File: src/rtl/pfcs_pkg.sv
// types and constants shared by the particle fade/color/size pipeline
// no dependencies
package pfcs_pkg;

    localparam int DIV_STEPS = 16;
    localparam int LATENCY   = 23;

    localparam logic [16:0] RATIO_ONE   = 17'h10000;
    localparam logic [19:0] RADIUS_BASE = 20'd458752;
    localparam logic [12:0] RECIP_10    = 13'd6554;
    localparam logic [14:0] RECIP_75    = 15'd27963;
    localparam logic [11:0] HUE_LIFE_K  = 12'd3600;

    localparam logic signed [30:0] HUE_FULL   = 31'sd235929600;
    localparam logic signed [30:0] HUE_FULL_2 = 31'sd471859200;
    localparam logic [27:0] HUE_SECTOR = 28'd39321600;

    localparam logic [2:0] SEC_0 = 3'd0;
    localparam logic [2:0] SEC_1 = 3'd1;
    localparam logic [2:0] SEC_2 = 3'd2;
    localparam logic [2:0] SEC_3 = 3'd3;
    localparam logic [2:0] SEC_4 = 3'd4;
    localparam logic [2:0] SEC_5 = 3'd5;

    typedef struct packed {
        logic               sat;
        logic               mode;
        logic signed [16:0] pos_sum;
        logic signed [11:0] cx;
        logic signed [11:0] cy;
        logic [7:0]         red;
        logic [7:0]         green;
        logic [7:0]         blue;
        logic [7:0]         alpha;
        logic [11:0]        size;
    } side_t;

endpackage

File: src/rtl/particle_fade_color_size.sv
// particle draw attributes: faded alpha, shrinking radius, center, hue color
// depends on pfcs_pkg and pfcs_div
//
// usage
//   a particle word is taken at each clock edge where start is high and busy
//   is low; busy is always low, so one word can enter every cycle
//   a live particle gives one result word, marked by done for one cycle;
//   a word with is_live low gives no result
//   throughput is one word per cycle; the pipeline is an input stage, the
//   16-stage ratio divider (one quotient bit per stage) and six stages of
//   multiply, hue wrap, sector and reciprocal scaling
//   rainbow_mode is written through cfg_we/cfg_data while nothing is in flight
//   and is sampled with each word as it enters
//   reset clears all valid bits and sets rainbow_mode to 0; words in flight
//   are dropped
//   the receiver cannot stall: done words must be taken in their cycle
module particle_fade_color_size
    import pfcs_pkg::*;
(
    input  logic               clk,
    input  logic               rst_n,
    input  logic               start,
    output logic               busy,
    input  logic               cfg_we,
    input  logic               cfg_data,
    input  logic               is_live,
    input  logic signed [15:0] pos_x,
    input  logic signed [15:0] pos_y,
    input  logic [15:0]        life_left,
    input  logic [15:0]        life_total,
    input  logic [7:0]         base_red,
    input  logic [7:0]         base_green,
    input  logic [7:0]         base_blue,
    input  logic [7:0]         base_alpha,
    input  logic [11:0]        dot_size,
    output logic               done,
    output logic [7:0]         out_red,
    output logic [7:0]         out_green,
    output logic [7:0]         out_blue,
    output logic [7:0]         out_alpha,
    output logic signed [11:0] center_x,
    output logic signed [11:0] center_y,
    output logic [7:0]         dot_radius
);

    logic mode_reg;

    side_t              in_side;
    logic               in_valid;
    logic signed [11:0] cx_in;
    logic signed [11:0] cy_in;

    logic        div_valid;
    logic [15:0] div_quot;
    side_t       div_side;

    assign busy     = 1'b0;
    assign in_valid = start & is_live;

    always_ff @(posedge clk or negedge rst_n)
    begin
        if (!rst_n)
        begin
            mode_reg <= 1'b0;
        end
        else if (cfg_we)
        begin
            mode_reg <= cfg_data;
        end
    end

    // truncate toward zero
    always_comb
    begin
        cx_in = pos_x[15:4];
        cy_in = pos_y[15:4];
        if (pos_x[15] && (pos_x[3:0] != 4'd0))
        begin
            cx_in = cx_in + 12'sd1;
        end
        if (pos_y[15] && (pos_y[3:0] != 4'd0))
        begin
            cy_in = cy_in + 12'sd1;
        end
        in_side.sat     = (life_total == 16'd0) || (life_left >= life_total);
        in_side.mode    = mode_reg;
        in_side.pos_sum = 17'(pos_x) + 17'(pos_y);
        in_side.cx      = cx_in;
        in_side.cy      = cy_in;
        in_side.red     = base_red;
        in_side.green   = base_green;
        in_side.blue    = base_blue;
        in_side.alpha   = base_alpha;
        in_side.size    = dot_size;
    end

    pfcs_div u_div (
        .clk       (clk),
        .rst_n     (rst_n),
        .in_valid  (in_valid),
        .in_left   (life_left),
        .in_total  (life_total),
        .in_side   (in_side),
        .out_valid (div_valid),
        .out_quot  (div_quot),
        .out_side  (div_side)
    );

    // e1: ratio, products, raw hue
    logic               v1_reg;
    logic               mode1_reg;
    logic [23:0]        rgb1_reg;
    logic [24:0]        aprod1_reg;
    logic [31:0]        sprod1_reg;
    logic signed [30:0] hraw1_reg;
    logic signed [11:0] cx1_reg;
    logic signed [11:0] cy1_reg;

    logic [16:0]        ratio;
    logic [19:0]        scale;
    logic [27:0]        hue_life;
    logic signed [30:0] hue_pos;
    logic [24:0]        aprod1_next;
    logic [31:0]        sprod1_next;
    logic signed [30:0] hraw1_next;

    always_comb
    begin
        ratio       = div_side.sat ? RATIO_ONE : {1'b0, div_quot};
        scale       = RADIUS_BASE + 20'(ratio) * 20'd3;
        hue_life    = 28'(ratio) * 28'(HUE_LIFE_K);
        hue_pos     = {{2{div_side.pos_sum[16]}}, div_side.pos_sum, 12'b0};
        aprod1_next = 25'(div_side.alpha) * 25'(ratio);
        sprod1_next = 32'(div_side.size) * 32'(scale);
        hraw1_next  = $signed({3'b0, hue_life}) + hue_pos;
    end

    // e2: alpha, radius numerator, hue wrap
    logic               v2_reg;
    logic               mode2_reg;
    logic [23:0]        rgb2_reg;
    logic [7:0]         alpha2_reg;
    logic [11:0]        rv2_reg;
    logic [27:0]        hue2_reg;
    logic signed [11:0] cx2_reg;
    logic signed [11:0] cy2_reg;

    logic signed [30:0] hwrap;

    always_comb
    begin
        if (hraw1_reg < 0)
        begin
            hwrap = (hraw1_reg + HUE_FULL >= 0) ? hraw1_reg + HUE_FULL
                                                 : hraw1_reg + HUE_FULL_2;
        end
        else if (hraw1_reg >= HUE_FULL_2)
        begin
            hwrap = hraw1_reg - HUE_FULL_2;
        end
        else if (hraw1_reg >= HUE_FULL)
        begin
            hwrap = hraw1_reg - HUE_FULL;
        end
        else
        begin
            hwrap = hraw1_reg;
        end
    end

    // e3: radius reciprocal product, sector split
    logic               v3_reg;
    logic               mode3_reg;
    logic [23:0]        rgb3_reg;
    logic [7:0]         alpha3_reg;
    logic [24:0]        rprod3_reg;
    logic [2:0]         sec3_reg;
    logic [25:0]        frac3_reg;
    logic signed [11:0] cx3_reg;
    logic signed [11:0] cy3_reg;

    logic [2:0]  sec_next;
    logic [27:0] frac_full;

    always_comb
    begin
        if (hue2_reg >= 28'd5 * HUE_SECTOR)
        begin
            sec_next = SEC_5;
        end
        else if (hue2_reg >= 28'd4 * HUE_SECTOR)
        begin
            sec_next = SEC_4;
        end
        else if (hue2_reg >= 28'd3 * HUE_SECTOR)
        begin
            sec_next = SEC_3;
        end
        else if (hue2_reg >= 28'd2 * HUE_SECTOR)
        begin
            sec_next = SEC_2;
        end
        else if (hue2_reg >= HUE_SECTOR)
        begin
            sec_next = SEC_1;
        end
        else
        begin
            sec_next = SEC_0;
        end
        frac_full = hue2_reg - 28'(sec_next) * HUE_SECTOR;
    end

    // e4: radius, scaled offset
    logic               v4_reg;
    logic               mode4_reg;
    logic [23:0]        rgb4_reg;
    logic [7:0]         alpha4_reg;
    logic [7:0]         rad4_reg;
    logic [2:0]         sec4_reg;
    logic [14:0]        xnum4_reg;
    logic signed [11:0] cx4_reg;
    logic signed [11:0] cy4_reg;

    logic [25:0] gsel;
    logic [33:0] g255;

    always_comb
    begin
        gsel = sec3_reg[0] ? HUE_SECTOR[25:0] - frac3_reg : frac3_reg;
        g255 = {gsel, 8'b0} - 34'(gsel);
    end

    // e5: divide by 75 via reciprocal
    logic               v5_reg;
    logic               mode5_reg;
    logic [23:0]        rgb5_reg;
    logic [7:0]         alpha5_reg;
    logic [7:0]         rad5_reg;
    logic [2:0]         sec5_reg;
    logic [29:0]        xprod5_reg;
    logic signed [11:0] cx5_reg;
    logic signed [11:0] cy5_reg;

    // e6: output word
    logic               done_reg;
    logic [7:0]         red_reg;
    logic [7:0]         green_reg;
    logic [7:0]         blue_reg;
    logic [7:0]         alpha_reg;
    logic [7:0]         rad_reg;
    logic signed [11:0] cx_reg;
    logic signed [11:0] cy_reg;

    logic [7:0] xval;
    logic [7:0] red_next;
    logic [7:0] green_next;
    logic [7:0] blue_next;

    always_comb
    begin
        xval = xprod5_reg[28:21];
        case (sec5_reg)
            SEC_0:
            begin
                red_next = 8'd255; green_next = xval;   blue_next = 8'd0;
            end
            SEC_1:
            begin
                red_next = xval;   green_next = 8'd255; blue_next = 8'd0;
            end
            SEC_2:
            begin
                red_next = 8'd0;   green_next = 8'd255; blue_next = xval;
            end
            SEC_3:
            begin
                red_next = 8'd0;   green_next = xval;   blue_next = 8'd255;
            end
            SEC_4:
            begin
                red_next = xval;   green_next = 8'd0;   blue_next = 8'd255;
            end
            default:
            begin
                red_next = 8'd255; green_next = 8'd0;   blue_next = xval;
            end
        endcase
        if (!mode5_reg)
        begin
            red_next   = rgb5_reg[23:16];
            green_next = rgb5_reg[15:8];
            blue_next  = rgb5_reg[7:0];
        end
    end

    always_ff @(posedge clk or negedge rst_n)
    begin
        if (!rst_n)
        begin
            v1_reg   <= 1'b0;
            v2_reg   <= 1'b0;
            v3_reg   <= 1'b0;
            v4_reg   <= 1'b0;
            v5_reg   <= 1'b0;
            done_reg <= 1'b0;
        end
        else
        begin
            v1_reg   <= div_valid;
            v2_reg   <= v1_reg;
            v3_reg   <= v2_reg;
            v4_reg   <= v3_reg;
            v5_reg   <= v4_reg;
            done_reg <= v5_reg;
        end
    end

    always_ff @(posedge clk)
    begin
        mode1_reg  <= div_side.mode;
        rgb1_reg   <= {div_side.red, div_side.green, div_side.blue};
        aprod1_reg <= aprod1_next;
        sprod1_reg <= sprod1_next;
        hraw1_reg  <= hraw1_next;
        cx1_reg    <= div_side.cx;
        cy1_reg    <= div_side.cy;

        mode2_reg  <= mode1_reg;
        rgb2_reg   <= rgb1_reg;
        alpha2_reg <= aprod1_reg[23:16];
        rv2_reg    <= sprod1_reg[31:20];
        hue2_reg   <= 28'(hwrap);
        cx2_reg    <= cx1_reg;
        cy2_reg    <= cy1_reg;

        mode3_reg  <= mode2_reg;
        rgb3_reg   <= rgb2_reg;
        alpha3_reg <= alpha2_reg;
        rprod3_reg <= 25'(rv2_reg) * 25'(RECIP_10);
        sec3_reg   <= sec_next;
        frac3_reg  <= frac_full[25:0];
        cx3_reg    <= cx2_reg;
        cy3_reg    <= cy2_reg;

        mode4_reg  <= mode3_reg;
        rgb4_reg   <= rgb3_reg;
        alpha4_reg <= alpha3_reg;
        rad4_reg   <= rprod3_reg[23:16];
        sec4_reg   <= sec3_reg;
        xnum4_reg  <= g255[33:19];
        cx4_reg    <= cx3_reg;
        cy4_reg    <= cy3_reg;

        mode5_reg  <= mode4_reg;
        rgb5_reg   <= rgb4_reg;
        alpha5_reg <= alpha4_reg;
        rad5_reg   <= rad4_reg;
        sec5_reg   <= sec4_reg;
        xprod5_reg <= 30'(xnum4_reg) * 30'(RECIP_75);
        cx5_reg    <= cx4_reg;
        cy5_reg    <= cy4_reg;

        red_reg    <= red_next;
        green_reg  <= green_next;
        blue_reg   <= blue_next;
        alpha_reg  <= alpha5_reg;
        rad_reg    <= rad5_reg;
        cx_reg     <= cx5_reg;
        cy_reg     <= cy5_reg;
    end

    assign done       = done_reg;
    assign out_red    = red_reg;
    assign out_green  = green_reg;
    assign out_blue   = blue_reg;
    assign out_alpha  = alpha_reg;
    assign center_x   = cx_reg;
    assign center_y   = cy_reg;
    assign dot_radius = rad_reg;

endmodule

File: src/rtl/pfcs_div.sv
// pipelined restoring divider for the life ratio, one quotient bit per stage
// depends on pfcs_pkg
module pfcs_div
    import pfcs_pkg::*;
(
    input  logic        clk,
    input  logic        rst_n,
    input  logic        in_valid,
    input  logic [15:0] in_left,
    input  logic [15:0] in_total,
    input  side_t       in_side,
    output logic        out_valid,
    output logic [15:0] out_quot,
    output side_t       out_side
);

    logic        vld_reg  [0:DIV_STEPS];
    logic [16:0] rem_reg  [0:DIV_STEPS];
    logic [15:0] quot_reg [0:DIV_STEPS];
    logic [15:0] den_reg  [0:DIV_STEPS];
    side_t       side_reg [0:DIV_STEPS];

    always_ff @(posedge clk or negedge rst_n)
    begin
        if (!rst_n)
        begin
            vld_reg[0] <= 1'b0;
        end
        else
        begin
            vld_reg[0] <= in_valid;
        end
    end

    always_ff @(posedge clk)
    begin
        rem_reg[0]  <= {1'b0, in_left};
        quot_reg[0] <= '0;
        den_reg[0]  <= in_total;
        side_reg[0] <= in_side;
    end

    genvar i;
    generate
        for (i = 1; i <= DIV_STEPS; i++)
        begin : g_step
            logic [16:0] shift_val;
            logic        take;
            logic [16:0] rem_next;
            logic [15:0] quot_next;

            always_comb
            begin
                shift_val = {rem_reg[i-1][15:0], 1'b0};
                take      = shift_val >= {1'b0, den_reg[i-1]};
                rem_next  = take ? shift_val - {1'b0, den_reg[i-1]} : shift_val;
                quot_next = {quot_reg[i-1][14:0], take};
            end

            always_ff @(posedge clk or negedge rst_n)
            begin
                if (!rst_n)
                begin
                    vld_reg[i] <= 1'b0;
                end
                else
                begin
                    vld_reg[i] <= vld_reg[i-1];
                end
            end

            always_ff @(posedge clk)
            begin
                rem_reg[i]  <= rem_next;
                quot_reg[i] <= quot_next;
                den_reg[i]  <= den_reg[i-1];
                side_reg[i] <= side_reg[i-1];
            end
        end
    endgenerate

    assign out_valid = vld_reg[DIV_STEPS];
    assign out_quot  = quot_reg[DIV_STEPS];
    assign out_side  = side_reg[DIV_STEPS];

endmodule

File: config.mk
export PLATFORM = sky130hd
export DESIGN_NAME = particle_fade_color_size
export DESIGN_NICKNAME = d
export VERILOG_FILES = /design/src/rtl/pfcs_pkg.sv /design/src/rtl/particle_fade_color_size.sv /design/src/rtl/pfcs_div.sv
export SDC_FILE = /design/constraint.sdc
export NUM_CORES = 2
export LEC_CHECK = 0
export ABC_CLOCK_PERIOD_IN_PS = 11700
export BUFFER_PORTS_ARGS = -buffer_cell sky130_fd_sc_hd__buf_2
export CORE_MARGIN = 2
export CORE_UTILIZATION = 40
export CTS_BUF_LIST = sky130_fd_sc_hd__clkbuf_4
export CTS_CLUSTER_SIZE = 40
export DETAILED_ROUTE_END_ITERATION = 10
export GPL_ROUTABILITY_DRIVEN = 0
export SLEW_MARGIN = 20
export SYNTH_ARGS = -nofsm -noshare
export SYNTH_HDL_FRONTEND = slang
export SYNTH_SLANG_ARGS = --single-unit
File: constraint.sdc
create_clock -name clk -period 11.7 [get_ports clk]
set_input_delay 1.17 -clock clk [delete_from_list [all_inputs] [get_ports clk]]
set_output_delay 1.17 -clock clk [all_outputs]
set_load 0.03 [all_outputs]
## After elaboration in Yosys (flattened, before gate mapping)

Memory sizes are Yosys's and may differ from the RTL's.
Index checks and enable logic that the tools add are counted.
Widths: inputs -> output; s select.

| word-level totals | value |
|---|---|
| bits in registers | 609 |
| bits in latches | 0 |
| memory bits (writable) | 2312 |
| ROM bits | 0 |
| bits of input ports | 114 |
| output and inout bits | 66 |
| word-level logic and storage cells | 188 |
| memories kept | 4 |

Memories:

| memory | words | width | rd ports | clocked after Yosys merged registers in | write ports | line | RTL |
|---|---|---|---|---|---|---|---|
| u_div.side_reg | 17 | 87 | 17 | 0 | 17 | pfcs_div.sv:21 | `side_t side_reg [0:DIV_STEPS];` |
| u_div.rem_reg | 17 | 17 | 16 | 0 | 17 | pfcs_div.sv:18 | `logic [16:0] rem_reg [0:DIV_STEPS];` |
| u_div.den_reg | 17 | 16 | 16 | 0 | 17 | pfcs_div.sv:20 | `logic [15:0] den_reg [0:DIV_STEPS];` |
| u_div.quot_reg | 17 | 16 | 17 | 0 | 17 | pfcs_div.sv:19 | `logic [15:0] quot_reg [0:DIV_STEPS];` |

| cells by class | value |
|---|---|
| add/sub/neg operators | 29 |
| multipliers | 7 |
| div/mod/pow operators | 0 |
| $lt $le $gt $ge | 26 |
| equal/unequal tests | 4 |
| shift operators | 0 |
| mux-type cells | 35 |
| bitwise logic cells | 1 |
| reduce and logical (&&, ||, !) cells | 13 |

Operators by type and width:

| kind | count |
|---|---|
| $mux 17 | 17 |
| $ge 17x16->1 | 16 |
| $sub 17x16->17 | 16 |
| $mux 28 | 4 |
| $ge 28x27->1 const B | 2 |
| $ge 28x28->1 const B | 2 |
| $pmux 8 s2 | 3 |
| $sub 34x26->34 | 1 |
| $ge 32x1->1 const B | 1 |
| $mul 12x20->32 | 1 |
| $add 30x29->31 const B | 1 |
| $add 29x29->30 | 1 |
| $ge 30x29->1 const B | 1 |
| $ge 30x30->1 const B | 1 |
| $lt 30x1->1 const B | 1 |
| $mul 15x15->29 const B | 1 |
| $add 28x26->28 const B | 1 |
| $add 28x27->28 const B | 1 |
| $ge 28x26->1 const B | 1 |
| $sub 28x26->28 const B | 1 |
| $sub 28x27->28 const B | 1 |
| $mux 26 | 1 |
| $sub 26x26->26 | 1 |
| $sub 26x26->26 const A | 1 |
| other kinds (24) | 38 |

## Depth between registers and ports, before layout

| logic depth | value |
|---|---|
| depth in word-level cells | 8 |
| mapped depth | 37 |
| depth with buffers taken out | 33 |

## By module

Synthesis repeated with hierarchy kept, for this count alone.

| unflattened totals | value |
|---|---|
| cells, all modules | 7897 |
| area, all modules | 94335.5 um2 |

Modules (own cells, without submodules):

| module | instances | cells each | area each (um2) | sequential area each (um2) |
|---|---|---|---|---|
| pfcs_div | 1 | 4503 | 59407.0 | 43006.2 |
| particle_fade_color_size | 1 | 3394 | 34928.5 | 10204.8 |

## Worst setup path after synthesis

OpenSTA, ideal clock, no wires.

| timing path | value |
|---|---|
| kind | register to register |
| start | memory u_div.side_reg[4][86] (netlist bit) |
| end | register sprod1_reg[31] |
| setup time | 0.072 ns |
| arrival time | 8.262 ns |
| data required time | 11.628 ns |
| slack | 3.366 ns |
| stages on the path, launching flop included | 36 |
| buffers on the path | 4 |
| clock period less this slack | 8.334 ns |
| cell sequence | dfxtp_1 -> clkbuf_1 -> clkbuf_1 -> nor2b_1 -> clkbuf_1 -> ha_1 -> ha_1 -> inv_1 -> fa_1 -> nor2b_1 -> o21ai_0 -> a21boi_0 -> o21a_1 -> o21a_1 -> o2111a_1 -> or3_1 -> nand3_1 -> clkbuf_1 -> nand3_1 -> fa_1 -> fa_1 -> inv_1 -> fa_1 -> fa_1 -> inv_1 -> fa_1 -> inv_1 -> ha_1 -> and4_1 -> a221o_1 -> o2111ai_1 -> a21oi_1 -> a211oi_1 -> a21oi_1 -> a21oi_1 -> xnor2_1 |

RTL lines:

| what | line | RTL |
|---|---|---|
| start, declared | pfcs_div.sv:21 |  |
| end signal, assigned | particle_fade_color_size.sv:324 | `sprod1_reg <= sprod1_next;` |
| end, declared | particle_fade_color_size.sv:114 | `logic [31:0] sprod1_reg;` |

==> impl_metrics.tcl <==
set metrics [dict create \
    yosys.area_share.simple_pct 7.91 \
    end_kind "flip-flop" \
    largest_register_ffs 1479 \
    synthTopCellsByCount "2,628 x dfxtp_1, 941 x inv_1, 721 x ha_1, 441 x fa_1, 410 x nand2_1" \
    setup-violations-final 0 \
    synth_compound_area_share_pct 6.96 \
    synth-xor-area-share_pct 2.75 \
    htreeDepth 6 \
    cts_root_buffer "clkbuf_4" \
    dieArea_um2 235000 \
    synth.most_common_cell "dfxtp_1" \
    cp_top_family "adder cells" \
    insertion_delay_ns 1.39 \
    grt_start_max_net_pins 41 \
    syn_inst 7763 \
    ys_ff_latch 2652 \
    path_class "reg -> reg" \
    num-nets-final 9872 \
    cap_violations 0 \
    yosys_warnings 0 \
    critPathBufInv 4 \
    syn_area_um2 92300 \
    synth_top_family_by_area "adder cells" \
    yosys.area.top_type "dfxtp_1" \
    status "completed" \
    fmax_ghz 0.105 \
    grt_pass1_wl_mm 283 \
    fillers 21000 \
    cpPeakStageDelay_ns 0.83 \
    fin_crit_sh_pct 81.7 \
    cts_tree "done" \
    drcViolationCount 0 \
    drt_wl_total_mm 170 \
    synthMuxAreaShare_pct 0.969 \
    synthFlopType "dfxtp_1" \
    startpoint_type "flip-flop" \
    worstPathRequired_ns 12.92 \
    hold_violations 0 \
    path_common_cell "fa_1" \
    core-area_um2 230000 \
    cp_slowest_cell "xor2_1" \
    synth_edf_count 0 \
    cts.clk_slew.worst_paths_ns 0.06 \
    netlist-cell-type-count 81 \
    async_flop_share_pct 0.905 \
    synth_seq_area_share_pct 57.7 \
    cts_made_buffers 660 \
    clockBufferDepth 4 \
    place_hpwl_mm 123 \
    grt_pass1_vias 58900 \
    antenna_found_initial 14 \
    areaGrowthSynthToFinish_pct 15.1 \
    drive_gt1_share_pct 14.8 \
    avgSynthCellArea_um2 11.9 \
    start_util_pct 40.2 \
    tns_ns 0 \
    fin_worst_skew_ns 0.129 \
    antenna_left 0 \
    synthAdderAreaFrac_pct 19.3 \
    via_per_inst 4.55 \
    die_height_um 484 \
    cts_resized 0 \
    clock-sinks 2652 \
    synth_top_area_share_pct 57.0 \
    hold_path.class "in -> reg" \
    crit_fanout 27 \
    postCtsHoldBufs 114 \
    drtIter0Drc 2269 \
    relSlewSlack_pct 23.1 \
    worstPathArrival_ns 10.77 \
    portBuffers 178 \
    wire_per_inst_um 14.1 \
    grt_usage_pct 14.6 \
    fin_crit_ns 9.55 \
    die_w_um 484 \
    ios 180 \
    post-cts-setup-buffers 0 \
    drt-pass1-iter-count 6 \
    rsz0062_at_grt "no" \
    synthTopCellsByArea "dfxtp_1 57%, ha_1 9.8%, fa_1 9.6%, inv_1 3.8%, xnor2_1 1.9%" \
    final-max-slew-violation-count 0 \
    via_count 55000 \
    grt_overflow 0 \
    num_rows 176 \
    tightest_slew_ns 1.15 \
    syn_nets 9039 \
]
## per-stage QoR
step | setup slack (ns) | std cells | instance area [um^2] | hold slack [ns] | utilization (%)
after global routing | 1.36 | 12100 | 106000 | 0.0575 | 46.2
after global placement | 2.33 | 10800 | 96600 | 0.310 | 42.0
after CTS | 2.08 | 12100 | 106000 | 0.0115 | 46.2
final | 2.15 | 12100 | 106000 | 0.225 | 46.2
after floorplan | 3.37 | 7763 | 92300 | 0.310 | -
after detailed placement | 2.09 | 10800 | 96600 | 0.312 | 42.1
## placed cells by master, fill, tap and decap left out, types with 178 or more instances in the layout
master / instances
o21ai_0: 203
nor2_1: 359
a21oi_1: 330
clkbuf_4: 954
ha_1: 721
nand2_1: 410
dfxtp_1: 2628
xnor2_1: 193
buf_2: 178
inv_1: 941
fa_1: 441
## path summary, 6_finish.rpt
kind                                        start                    end  slack, ns  cells after the start
min in group asynchronous                   rst_n               mode_reg       0.29                      2
setup / recovery            u_div.side_reg[4][86]         sprod1_reg[31]       2.15                     30
max in group asynchronous                   rst_n      u_div.vld_reg[14]      11.07                      2
hold reg to reg            u_div.side_reg[2][342]  u_div.side_reg[3][81]       0.23                      0
hold / removal                           pos_y[2]  u_div.side_reg[0][70]       0.23                      3
setup reg to reg            u_div.side_reg[4][86]         sprod1_reg[31]       2.15                     30
## cell families (layout without fill, tap and decap cells)
kind of cell	Yosys count	in the layout
flip-flops	2652	2652
XOR/XNOR	288	288
AO/OA/AOI/OAI	1010	1010
multiplexers	80	80
buffers and inverters	1080	2364
adder cells (fa/ha/maj)	1162	1162
AND/OR/NAND/NOR	1490	1490
other	1	19
## final cells by class
type                            instances  area [um^2]  share of cell area, %
Sequential cell                      2652        53200                   50.1
Multi-Input combinational cell       4031        35100                   33.0
Timing Repair Buffer                  310         2170                   2.04
Clock inverter                        159         1210                   1.14
Tap cell                             3026         3790                   3.57
Inverter                              941         3530                   3.33
Antenna cell                           18         45.0                 0.0424
Clock buffer                          954         7160                   6.74
## worst register-to-register path, delay by kind of cell, from the launching register on
family | cells | cell delay, ns
and+or+nand+nor | 6 | 1.88
buffers and inverters | 4 | 0.38
AOI/OAI and AO/OA | 10 | 2.45
adders and majority gates | 8 | 3.53
xor gates and xnor gates | 2 | 0.96
DFF | 1 | 0.30
## layer usage
layer / vias to the layer above / wire, um / track usage (%) / part of all wire (%)
met5: - / 40 / 0 / 0.023
met4: 6 / 5970 / 7.08 / 3.5
met3: 437 / 8750 / 3.80 / 5.1
met2: 1361 / 82500 / 24.8 / 48
met1: 25800 / 73200 / 17.0 / 43
li1: 27400 / - / - / -
Power is left out: the tool's default activity adds up to more than one toggle a clock period on the data nets, which glitch-free logic cannot reach.
